File: config.mk
export PLATFORM = sky130hd
export DESIGN_NAME = set_assoc_lru_cache_tag_store
export DESIGN_NICKNAME = d
export VERILOG_FILES = /design/src/hdl/salc_pkg.sv /design/src/hdl/salc_ram.sv /design/src/hdl/salc_ctrl.sv /design/src/hdl/salc_dp.sv /design/src/hdl/set_assoc_lru_cache_tag_store.sv
export VERILOG_INCLUDE_DIRS = /design/src /design/src/hdl
export SDC_FILE = /design/constraint.sdc
export NUM_CORES = 2
export LEC_CHECK = 0
export ABC_AREA = 0
export BUFFER_PORTS_ARGS = -buffer_cell sky130_fd_sc_hd__clkbuf_2
export CAP_MARGIN = 10
export CORE_UTILIZATION = 60
export DETAILED_ROUTE_END_ITERATION = 10
export PLACE_DENSITY = 0.77
export SLEW_MARGIN = 20
export SYNTH_ARGS = -nofsm -noshare
export SYNTH_HDL_FRONTEND = slang
export SYNTH_SLANG_ARGS = --single-unit
File: constraint.sdc
create_clock -name clk -period 11.1 [get_ports clk]
set_input_delay 1.11 -clock clk [delete_from_list [all_inputs] [get_ports clk]]
set_output_delay 1.11 -clock clk [all_outputs]
set_load 0.01 [all_outputs]
File: src/hdl/set_assoc_lru_cache_tag_store_macros.svh
// Assertion macros for the cache tag store
`ifndef SET_ASSOC_LRU_CACHE_TAG_STORE_MACROS_SVH
`define SET_ASSOC_LRU_CACHE_TAG_STORE_MACROS_SVH

// checked only outside reset
`define SALC_ASSERT(lbl, prop, msg) \
  lbl: assert property (@(posedge clk) disable iff (rst) prop) else $error(msg);

// checked at every edge, reset included
`define SALC_ASSERT_ALWAYS(lbl, prop, msg) \
  lbl: assert property (@(posedge clk) prop) else $error(msg);

`endif

File: src/hdl/salc_pkg.sv
// Shared types for the cache tag store
package salc_pkg;

  localparam int unsigned DIV_STEPS = 32;

  typedef enum logic [4:0] {
    ST_IDLE = 5'b00001,
    ST_DIV  = 5'b00010,
    ST_SCAN = 5'b00100,
    ST_UPD  = 5'b01000,
    ST_DONE = 5'b10000
  } state_t;

  typedef struct packed {
    logic load;
    logic div;
    logic scan;
    logic upd;
    logic out_load;
  } cmd_t;

  typedef struct packed {
    logic hit;
    logic out_free;
  } status_t;

endpackage

File: src/hdl/salc_ram.sv
// Generic single-write, single-read RAM with registered read
module salc_ram #(
  parameter int unsigned WIDTH = 8,
  parameter int unsigned DEPTH = 16
) (
  input  logic                     clk,
  input  logic                     we,
  input  logic [$clog2(DEPTH)-1:0] waddr,
  input  logic [WIDTH-1:0]         wdata,
  input  logic [$clog2(DEPTH)-1:0] raddr,
  output logic [WIDTH-1:0]         rdata
);
  logic [WIDTH-1:0] mem [DEPTH];

  always_ff @(posedge clk) begin
    if (we) begin
      mem[waddr] <= wdata;
    end
    rdata <= mem[raddr];
  end
endmodule

File: src/hdl/salc_ctrl.sv
// Sequencer: divide, scan the set, update the set, hand off the word
module salc_ctrl #(
  parameter int unsigned CW = 9
) (
  input  logic              clk,
  input  logic              rst,
  input  logic              in_valid,
  output logic              in_stall,
  input  salc_pkg::status_t status,
  input  logic [CW-1:0]     ways,
  output salc_pkg::cmd_t    cmd,
  output logic [CW-1:0]     cnt
);
  import salc_pkg::*;

  state_t        state, state_next;
  logic [CW-1:0] cnt_next;

  always_comb begin
    state_next = state;
    cnt_next   = cnt + CW'(1);
    cmd        = '0;
    unique case (state)
      ST_IDLE: begin
        cnt_next = '0;
        if (in_valid) begin
          cmd.load   = 1'b1;
          state_next = ST_DIV;
        end
      end
      ST_DIV: begin
        cmd.div = 1'b1;
        if (cnt == CW'(DIV_STEPS - 1)) begin
          cnt_next   = '0;
          state_next = ST_SCAN;
        end
      end
      ST_SCAN: begin
        cmd.scan = 1'b1;
        if (cnt == ways) begin
          cnt_next   = '0;
          state_next = ST_UPD;
        end
      end
      ST_UPD: begin
        cmd.upd = 1'b1;
        // a hit rewrites one entry; a miss walks the whole set
        if (status.hit || cnt == ways) begin
          cnt_next   = '0;
          state_next = ST_DONE;
        end
      end
      ST_DONE: begin
        cnt_next = '0;
        if (status.out_free) begin
          cmd.out_load = 1'b1;
          state_next   = ST_IDLE;
        end
      end
      default: begin
        cnt_next   = '0;
        state_next = ST_IDLE;
      end
    endcase
  end

  always_ff @(posedge clk) begin
    if (rst) begin
      state <= ST_IDLE;
      cnt   <= '0;
    end else begin
      state <= state_next;
      cnt   <= cnt_next;
    end
  end

  assign in_stall = (state != ST_IDLE);
endmodule

File: src/hdl/salc_dp.sv
// Datapath: set/tag divider, tag and age RAM, valid bits, scan and totals
module salc_dp #(
  parameter int unsigned ENTRIES  = 32,
  parameter int unsigned AGE_BITS = 6,
  parameter int unsigned CW       = 9
) (
  input  logic              clk,
  input  logic              rst,
  input  salc_pkg::cmd_t    cmd,
  input  logic [CW-1:0]     cnt,
  output salc_pkg::status_t status,
  output logic [CW-1:0]     ways,
  input  logic              cfg_we,
  input  logic [2:0]        cfg_data,
  input  logic [31:0]       address,
  output logic              out_valid,
  input  logic              out_stall,
  output logic              hit,
  output logic [4:0]        way,
  output logic [31:0]       hit_total,
  output logic [31:0]       miss_total
);
  import salc_pkg::*;

  localparam int unsigned EW = $clog2(ENTRIES);
  localparam int unsigned SW = $clog2(ENTRIES + 1);
  localparam int unsigned RW = 32 + AGE_BITS;

  logic [2:0]          wl;
  logic [ENTRIES-1:0]  valid;
  logic [31:0]         addr_sh, quo;
  logic [SW-1:0]       rem;
  logic [SW:0]         rem_s;
  logic                clamped;
  logic [SW-1:0]       sets;
  logic [31:0]         base;
  logic                hit_q, inv_found;
  logic [EW-1:0]       hit_way, inv_way, max_way, used, idx;
  logic [AGE_BITS-1:0] max_age, rage;
  logic [31:0]         rtag;
  logic [EW-1:0]       rd_entry, wr_entry;
  logic                rd_on;
  logic                we;
  logic [RW-1:0]       wdata, rdata;

  assign clamped = (32'(1) << wl) > 32'(ENTRIES);
  assign ways    = clamped ? CW'(ENTRIES) : CW'(32'(1) << wl);
  assign sets    = clamped ? SW'(1) : SW'(32'(ENTRIES) >> wl);
  assign base    = clamped ? 32'd0 : (32'(rem) << wl);
  assign rem_s   = {rem, addr_sh[31]};

  assign idx      = EW'(cnt - CW'(1));
  assign rd_on    = (cmd.scan || cmd.upd) && (cnt < ways);
  assign rd_entry = EW'(base + 32'(cnt));
  assign wr_entry = cmd.upd && hit_q ? EW'(base + 32'(hit_way)) : EW'(base + 32'(idx));
  assign rtag     = rdata[RW-1:AGE_BITS];
  assign rage     = rdata[AGE_BITS-1:0];
  assign used     = inv_found ? inv_way : max_way;

  always_comb begin
    we    = 1'b0;
    wdata = {quo, AGE_BITS'(0)};
    if (cmd.upd) begin
      if (hit_q) begin
        we = (cnt == '0);
      end else if (cnt != '0) begin
        we = 1'b1;
        if (idx != used) begin
          wdata = {rtag, (rage == '1) ? rage : rage + AGE_BITS'(1)};
        end
      end
    end
  end

  salc_ram #(.WIDTH(RW), .DEPTH(ENTRIES)) u_ram (
    .clk   (clk),
    .we    (we),
    .waddr (wr_entry),
    .wdata (wdata),
    .raddr (rd_on ? rd_entry : '0),
    .rdata (rdata)
  );

  // control state
  always_ff @(posedge clk) begin
    if (rst) begin
      wl         <= 3'd2;
      valid      <= '0;
      out_valid  <= 1'b0;
      hit_total  <= '0;
      miss_total <= '0;
    end else begin
      if (cfg_we) begin
        wl    <= cfg_data;
        valid <= '0;
      end else if (we && !hit_q && idx == used) begin
        // only the refilled way turns valid; the rest of the set just ages
        valid[wr_entry] <= 1'b1;
      end
      if (cmd.out_load) begin
        out_valid <= 1'b1;
        if (hit_q) begin
          if (hit_total != '1) hit_total <= hit_total + 32'd1;
        end else if (miss_total != '1) begin
          miss_total <= miss_total + 32'd1;
        end
      end else if (!out_stall) begin
        out_valid <= 1'b0;
      end
    end
  end

  // payload
  always_ff @(posedge clk) begin
    if (cmd.load) begin
      addr_sh   <= address;
      rem       <= '0;
      quo       <= '0;
      hit_q     <= 1'b0;
      inv_found <= 1'b0;
      hit_way   <= '0;
      inv_way   <= '0;
      max_way   <= '0;
      max_age   <= '0;
    end
    if (cmd.div) begin
      // restoring division, one quotient bit per cycle
      addr_sh <= addr_sh << 1;
      if (rem_s >= {1'b0, sets}) begin
        rem <= SW'(rem_s - {1'b0, sets});
        quo <= {quo[30:0], 1'b1};
      end else begin
        rem <= SW'(rem_s);
        quo <= {quo[30:0], 1'b0};
      end
    end
    if (cmd.scan && cnt != '0) begin
      if (!hit_q && valid[EW'(base + 32'(idx))] && rtag == quo) begin
        hit_q   <= 1'b1;
        hit_way <= idx;
      end
      if (!inv_found && !valid[EW'(base + 32'(idx))]) begin
        inv_found <= 1'b1;
        inv_way   <= idx;
      end
      if (rage > max_age) begin
        max_age <= rage;
        max_way <= idx;
      end
    end
    if (cmd.out_load) begin
      hit <= hit_q;
      way <= 5'(32'(hit_q ? hit_way : used));
    end
  end

  assign status.hit      = hit_q;
  assign status.out_free = !out_valid || !out_stall;
endmodule

File: src/hdl/set_assoc_lru_cache_tag_store.sv
// Top level of the set-associative LRU cache tag store
//
// channel   direction  handshake              payload
// input     in         in_valid / in_stall    address
// output    out        out_valid / out_stall  hit, way, hit_total, miss_total
// config    in         ways_log2_we           ways_log2
//
// A word is loaded, split into set and tag by the bit-serial divider, scanned over
// its set, updated (one entry on a hit, every way of the set on a miss) and handed
// off; the divider and the single RAM port that walks the set bound the word rate.
// Reset clears valid bits, totals and control; writing ways_log2 clears valid bits.
// A finished word waits in the output register; the next word is taken meanwhile.
module set_assoc_lru_cache_tag_store #(
  parameter int unsigned ENTRIES  = 32,
  parameter int unsigned AGE_BITS = 6
) (
  input  logic        clk,
  input  logic        rst,
  input  logic        ways_log2_we,
  input  logic [2:0]  ways_log2,
  input  logic        in_valid,
  output logic        in_stall,
  input  logic [31:0] address,
  output logic        out_valid,
  input  logic        out_stall,
  output logic        hit,
  output logic [4:0]  way,
  output logic [31:0] hit_total,
  output logic [31:0] miss_total
);
  import salc_pkg::*;
  `include "set_assoc_lru_cache_tag_store_macros.svh"

  localparam int unsigned CW = ($clog2(ENTRIES + 1) > 6) ? $clog2(ENTRIES + 1) : 6;

  cmd_t          cmd;
  status_t       status;
  logic [CW-1:0] cnt, ways;

  salc_ctrl #(.CW(CW)) u_ctrl (
    .clk      (clk),
    .rst      (rst),
    .in_valid (in_valid),
    .in_stall (in_stall),
    .status   (status),
    .ways     (ways),
    .cmd      (cmd),
    .cnt      (cnt)
  );

  salc_dp #(.ENTRIES(ENTRIES), .AGE_BITS(AGE_BITS), .CW(CW)) u_dp (
    .clk        (clk),
    .rst        (rst),
    .cmd        (cmd),
    .cnt        (cnt),
    .status     (status),
    .ways       (ways),
    .cfg_we     (ways_log2_we),
    .cfg_data   (ways_log2),
    .address    (address),
    .out_valid  (out_valid),
    .out_stall  (out_stall),
    .hit        (hit),
    .way        (way),
    .hit_total  (hit_total),
    .miss_total (miss_total)
  );

  `SALC_ASSERT(busy_after_accept, in_valid && !in_stall |=> in_stall, "accepted word not in progress")
  `SALC_ASSERT(out_hold, out_valid && out_stall |=> out_valid && $stable(way), "stalled word lost")
  `SALC_ASSERT_ALWAYS(reset_clears_out, $past(rst) |-> !out_valid, "out_valid after reset")
endmodule
Word-level counts from Yosys, hierarchy flattened
Memory sizes are Yosys's and may differ from the RTL's. A register that Yosys moved wholly into a read port is not among the register bits.
Index checks and enable logic that the tools add are counted.
W data, S select, Z words.

cells by class
  add/subtract/negate cells = 9
  $lt $le $gt $ge = 7
  eq/ne operators = 20
  shift-type cells = 3
  muxes and demuxes = 66
  bitwise operators = 2
  reduce and logical (&&, ||, !) cells = 24

operators with widths
  kind                     count
  $mux W38                 4
  $mux W32                 4
  $mux W5                  19
  $mux W6                  12
  $add A32 B1 Y32 const B  2
  $ne A32 B32 Y1 const B   2
  $eq A32 B32 Y1           1
  $gt A32 B6 Y1 const B    1
  $or A32 B32 Y32          1
  $shl A1 B3 Y32 const A   1
  $pmux W5 S5              1
  $mux W1                  23
  $pmux W6 S3              1
  $add A5 B5 Y5            3
  $add A6 B1 Y6 const B    2
  $lt A5 B6 Y1 const B     2
  $logic_and A1 B1 Y1      9
  $ne A2 B1 Y1 const B     4
  $ge A7 B6 Y1             1
  $eq A6 B5 Y1 const B     1
  $eq A6 B6 Y1             1
  $eq A6 B6 Y1 const B     1
  $gt A6 B6 Y1             1
  $logic_not A6 Y1         1
  other kinds (25)         33

storage, ports and cells
  register bits after elaboration = 210
  memory bits (writable) = 1,216
  input port bits = 40
  output and inout port bits = 72
  word-level logic and storage cells = 151
  memories = 1

memory list
  name            depth  bits a word  read ports  clocked after memory_dff  wr ports  RTL line        text
  u_dp.u_ram.mem  32     38           1           1                         1         salc_ram.sv:13  logic [WIDTH-1:0] mem [DEPTH];

Longest topological paths before layout
  depth in word-level cells = 10
  gate-level depth with buffers = 16
  depth with buffers taken out = 13

By module
From an unflattened synthesis, not the netlist that was laid out.

unflattened totals
  cell total of the unflattened synthesis = 3,812
  area total of the unflattened synthesis = 59,375.7 sq um

by module, submodules not included
  module     times used  cells an instance  area an instance (sq um)  seq. area each (sq um)
  salc_ram   1           2,675              48,161.2                  37,275.8
  salc_dp    1           1,045              10,377.5                  4,734.5
  salc_ctrl  1           92                 837.1                     220.2

Worst setup path after synthesis
OpenSTA, ideal clock, no wires.

  path type = register -> register
  start = register u_dp.wl[0]
  end = memory u_dp.u_ram.mem[13][0] (netlist name), enable pin
  library setup time = 433 ps
  data arrival time = 4,991 ps
  required time = 10,667 ps
  setup slack = 5,675 ps
  stages on the path, launching flop included = 13
  path buffers = 3
  clock period less this slack = 5,425 ps
  cell sequence = dfxtp_1 > clkbuf_1 > mux2i_1 > nor3_1 > inv_1 > fa_1 > clkbuf_1 > clkinv_1 > or3_1 > a21oi_1 > nand2b_1 > clkbuf_1 > nor2_1

on the way
  cells in the longest elaborated chain, start to end = 5
  elaborated cells between the ends (all ways) = 7
  classes of those cells = 2 x add/sub; 1 x order compare; 2 x shift; 2 x mux

RTL lines
  item                      RTL line        text
  start: declaration        salc_dp.sv:29   logic [2:0] wl;
  start signal: assignment  salc_dp.sv:94   wl <= cfg_data;
  $shl A1 B3 Y32            n/a
  $gt A32 B6 Y1             salc_dp.sv:46   assign clamped = (32'(1) << wl) > 32'(ENTRIES);
  $mux W5 *                 salc_dp.sv:49   assign base = clamped ? 32'd0 : (32'(rem) << wl);
  $add A5 B5 Y5             salc_dp.sv:55   assign wr_entry = cmd.upd && hit_q ? EW'(base + 32'(hit_way)) : EW'(base + 32'(idx));
  $mux W5 *                 salc_dp.sv:55
  end: declaration          salc_ram.sv:13

Every way passes the cells marked *; elsewhere a longest branch is shown, timed or not.

Worst setup path after layout
  start = register u_ctrl.cnt[0]
  end = memory u_dp.u_ram.mem[2][0] (netlist name), enable pin

on the way
  cells in the longest elaborated chain, start to end = 6
  elaborated cells between the ends (all ways) = 10
  classes of those cells = 2 x add/sub; 6 x mux; 2 x reduce/logical

RTL lines
  item                                                   RTL line         text
  start: declaration                                     salc_ctrl.sv:12  output logic [CW-1:0] cnt
  start signal: assignment                               salc_ctrl.sv:73  cnt <= cnt_next;
  branches (longest 6 deep; another with $sub A5 B1 Y5)  n/a

Several ways; the timed one is not identified.

==> summary.md <==
## Status
- **run status** finished, violations left
- **violations in the final reports** design-rule violations

## Timing
- **endpoints failing setup** 0
- **final worst path period share** 51.96%
- **FMAX** 0.1734 GHz
- **transition time of the tightest slew-check pin** 1.170 ns
- **final-layout setup total negative slack** 0 ns
- **time the worst path needs with I/O delays and setup** 5.768 ns
- **Final Hold Violating Endpoints** 0
- **Worst slew margin** 22.03%
- **Setup Skew** 0.02553 ns
- **setup repair after global routing missed its margin** false
- **Slew Viols, Final** 0

## Floorplan
- **standard-cell rows** 114
- **overall die width** 315.0 um
- **core area** 96,850 um2
- **vertical die dimension** 315.0 um
- **overall die area** 99,220 um2
- **number of top-level pins** 112
- **initial standard-cell utilization of the core** 60.69%

## Global route
- **initial antenna violation count** 0
- **via count of the first global-routing pass** 35,229
- **gr usage total** 30.67%
- **global-route wire length before repair** 222,000 um
- **largest net degree at the start of global routing** 143
- **GRT overflow** 0

## Critical path
- **maximum net fanout on the critical path** 28
- **startpoint-to-endpoint class of the critical path** flop to flop
- **worst reg2reg path startpoint** u_ctrl.cnt[0]
- **flop2flop setup slack** 5.33 ns
- **longest individual stage delay on the worst path** 0.74 ns
- **depth of the most critical reg-to-reg path** 14
- **number of buffer and inverter instances along the worst setup path** 3
- **crit end category** flop
- **reg2reg end** u_dp.u_ram.mem[2][0]
- **largest delay contributor family on the critical path** simple AND/OR/NAND/NOR gates
- **data required time at the worst endpoint** 11.47 ns
- **cells traversed along the worst timing path** inv_1, ha_1, xnor2_1, inv_1, ha_1, nor2b_1, o21a_1, or3_1, nand3_1, o21ai_0, xnor2_1, nand3_1, nor2_4, buf_4
- **CP max-delay cell** sky130_fd_sc_hd__dfxtp_1
- **startpoint type of the worst setup path** flop
- **Arr. time, crit path** 6.13 ns
- **startpoint of the worst setup timing path** u_ctrl.cnt[0]

## Cells and area
- **area overhead of the layout relative to synthesis** 11.30%
- **fraction of layout instances using a drive strength above 1** 11.65%
- **area occupied by registers** 42,230 um2
- **final-layout fill cell count** 6,421
- **number of diodes added for antenna fixing** 0
- **Final Net Count** 4,327
- **Final Instance Count excl. Fillers** 5,645
- **area taken by multi-input logic gates** 15,660 um2

## Drt
- **DRC violation count after routing** 25
- **total via count in the routed design** 37,014
- **Iteration-0 DRC Markers** 5,725
- **per-cell via count in the routed design** 6.557
- **Detailed Routing Iterations Pass 1** 9
- **Total Wirelength** 153,100 um
- **post-route ant nets** 0
- **mean routed wirelength per cell** 27.12 um

## Power and ir drop
- **Worst VDD drop** 0.0001166 V
- **power per standard cell area** 172.6 nW/um2
- **total power** 11.29 mW
- **leakage dissipation** 21.58 nW

## Flow run
- **max-cap violations** 0

## Yosys
- **Net Count, Synth** 4,247
- **share of the synthesized area in the top cell type** 65.96%
- **number of instances in the synthesized netlist** 4,169
- **commonest cells in the netlist** 1,291 x sky130_fd_sc_hd__edfxtp_1, 754 x sky130_fd_sc_hd__nand2_1, 283 x sky130_fd_sc_hd__mux2i_1
- **Netlist Area Pre-Place** 58,780 um2
- **prevailing post-synth register cell** sky130_fd_sc_hd__edfxtp_1
- **cells taking the most area after synthesis** sky130_fd_sc_hd__edfxtp_1 66%, sky130_fd_sc_hd__dfxtp_1 5.9%, sky130_fd_sc_hd__mux2i_1 4.8%
- **per-instance average area after synthesis** 14.10 um2
- **distinct cell type count of the synthesized netlist** 67
- **Yosys top cell by area** sky130_fd_sc_hd__edfxtp_1
- **number of flip-flops and latches in the synthesized netlist** 1,464
- **number of warnings printed during yosys synthesis** 0
- **number of synthesized flops with an enable pin** 1,291
- **Async S/R FF share, synth** 0%
- **sequential element share of the synthesized area** 71.85%
- **dominant cell by count in the synthesized netlist** sky130_fd_sc_hd__edfxtp_1

## CTS
- **clock net sink count** 1,464
- **cts bufs inserted** 144
- **buffer type at the clock tree root** sky130_fd_sc_hd__clkbuf_16
- **clock tree from TritonCTS** done
- **maximum buffer depth of the clock tree** 3
- **post-CTS repair timing setup buffer count** 0
- **number of gates resized after CTS** 0
- **clock slew at reported path FFs** 0.06 ns
- **CTS H-tree depth** 4
- **# hold bufs at CTS** 0
- **clk_lat worst skew** 0.76 ns

## Min path
- **type of the most critical hold path** flop to flop
- **sink of the worst hold path** u_dp.valid[11]
- **WHS Path Cells** 2
- **startpoint of the most critical hold path** u_dp.valid[11]

## Placement
- **post-DP HPWL** 71,340 um
- **count of input and output buffers** 111
- **count of placed standard cells including taps** 5,379
- **last weighted congestion value of the routability-driven placer** 0.8450

==> area by class of cell <==
class,count,area share (%)
tap,1276,2.441
clock buffer,209,6.268
sequential,1464,64.56
clock inverter,57,0.8033
inverter,44,0.2525
timing repair buffer,180,1.748
multi-input combinational,2415,23.93
==> registers in the layout, indices dropped and copies added, names as in the netlist <==
name              cells
u_ctrl.cnt            6
u_dp.hit              1
u_dp.max_age          6
u_dp.out_valid        1
u_dp.addr_sh         32
u_dp.inv_way          5
u_dp.quo             32
u_dp.hit_q            1
u_dp.way              5
u_dp.wl               3
u_dp.rem              6
u_dp.hit_total       32
u_ctrl.state          5
u_dp.miss_total      32
u_dp.u_ram.mem     1216
u_dp.max_way          5
u_dp.inv_found        1
u_dp.u_ram.rdata     38
u_dp.hit_way          5
u_dp.valid           32
==> metal layers <==
layer  GRT usage (%)  up-vias  wire (um)  part of all wire (%)
met4           13.57        0       6628                   4.3
met1           42.10    17995      57080                    37
met5               0        -          0                     0
li1                -    15917          -                     -
met2           47.33     2649      69740                    46
met3           6.835      453      19630                    13
==> how the worst max path moves through the flow <==
stage | to | slack (ns) | cells after the start
6_report | u_dp.u_ram.mem[2][0] | 5.33 | 14
5_1_grt | u_dp.u_ram.mem[2][0] | 5.05 | 14
3_3_place_gp | u_dp.u_ram.mem[24][18] | 5.54 | 14
2_1_floorplan | u_dp.u_ram.mem[13][0] | 5.68 | 12
4_1_cts | u_dp.u_ram.mem[24][18] | 5.41 | 14
3_5_place_dp | u_dp.u_ram.mem[24][18] | 5.46 | 14
==> cell usage in the layout, fill, tap and decap left out, drive strengths merged, types with 11 or more instances in the layout <==
cell    count
edfxtp   1291
nand2     754
clkbuf    320
mux2i     283
dfxtp     173
nand3     149
a21oi     144
nor2      143
o21ai     105
a31oi      82
a32oi      82
o22ai      77
buf        69
xor2       63
inv        54
xnor2      53
and2       45
clkinv     39
o221ai     38
mux2       34
ha         34
and3       32
a22o       31
nor3       30
o22a       26
mux4       26
a311oi     24
nand4      21
or3        16
a32o       13
o32a       13
nor2b      12
nor4       12
and4       11
==> metrics by stage <==
stage	utilization (%)	setup WS, ns	hold WS (ns)	area [um2]
detailed placement	62.75	5.462	0.4399	60780
global route	67.55	5.052	0.4756	65420
finish	67.55	5.332	0.4538	65420
CTS	67.53	5.408	0.4527	65400
floorplan	-	5.675	0.4167	58780
global placement	62.74	5.541	0.4286	60760
==> kinds of logic (layout without fill, tap and decap cells) <==
kind of cell / count (synthesis) / in the layout / share of synthesized area [%]
xor+xnor: 116 / 116 / 1.741
compound gates: 664 / 664 / 7.653
simple gates: 1254 / 1254 / 9.354
flops: 1464 / 1464 / 71.85
mux: 343 / 343 / 6.467
fa+ha+maj: 38 / 38 / 0.8600
buf+inv: 290 / 490 / 2.078
==> worst min-delay path: stages (launching register included) <==
cell,delay (ns)
sky130_fd_sc_hd__dfxtp_1,0.32
sky130_fd_sc_hd__nand2_1,0.04
sky130_fd_sc_hd__o21ai_0,0.06
==> where the power goes <==
group          leakage (nW)  total [mW]  internal (mW)  switching, mW
sequential             13.2        6.13           6.10         0.0322
combinational          6.11       0.398         0.0971          0.301
clock                  2.26        4.76           2.72           2.04
total                  21.6        11.3           8.91           2.37
No activity file was read; power rests on OpenSTA's default activity.
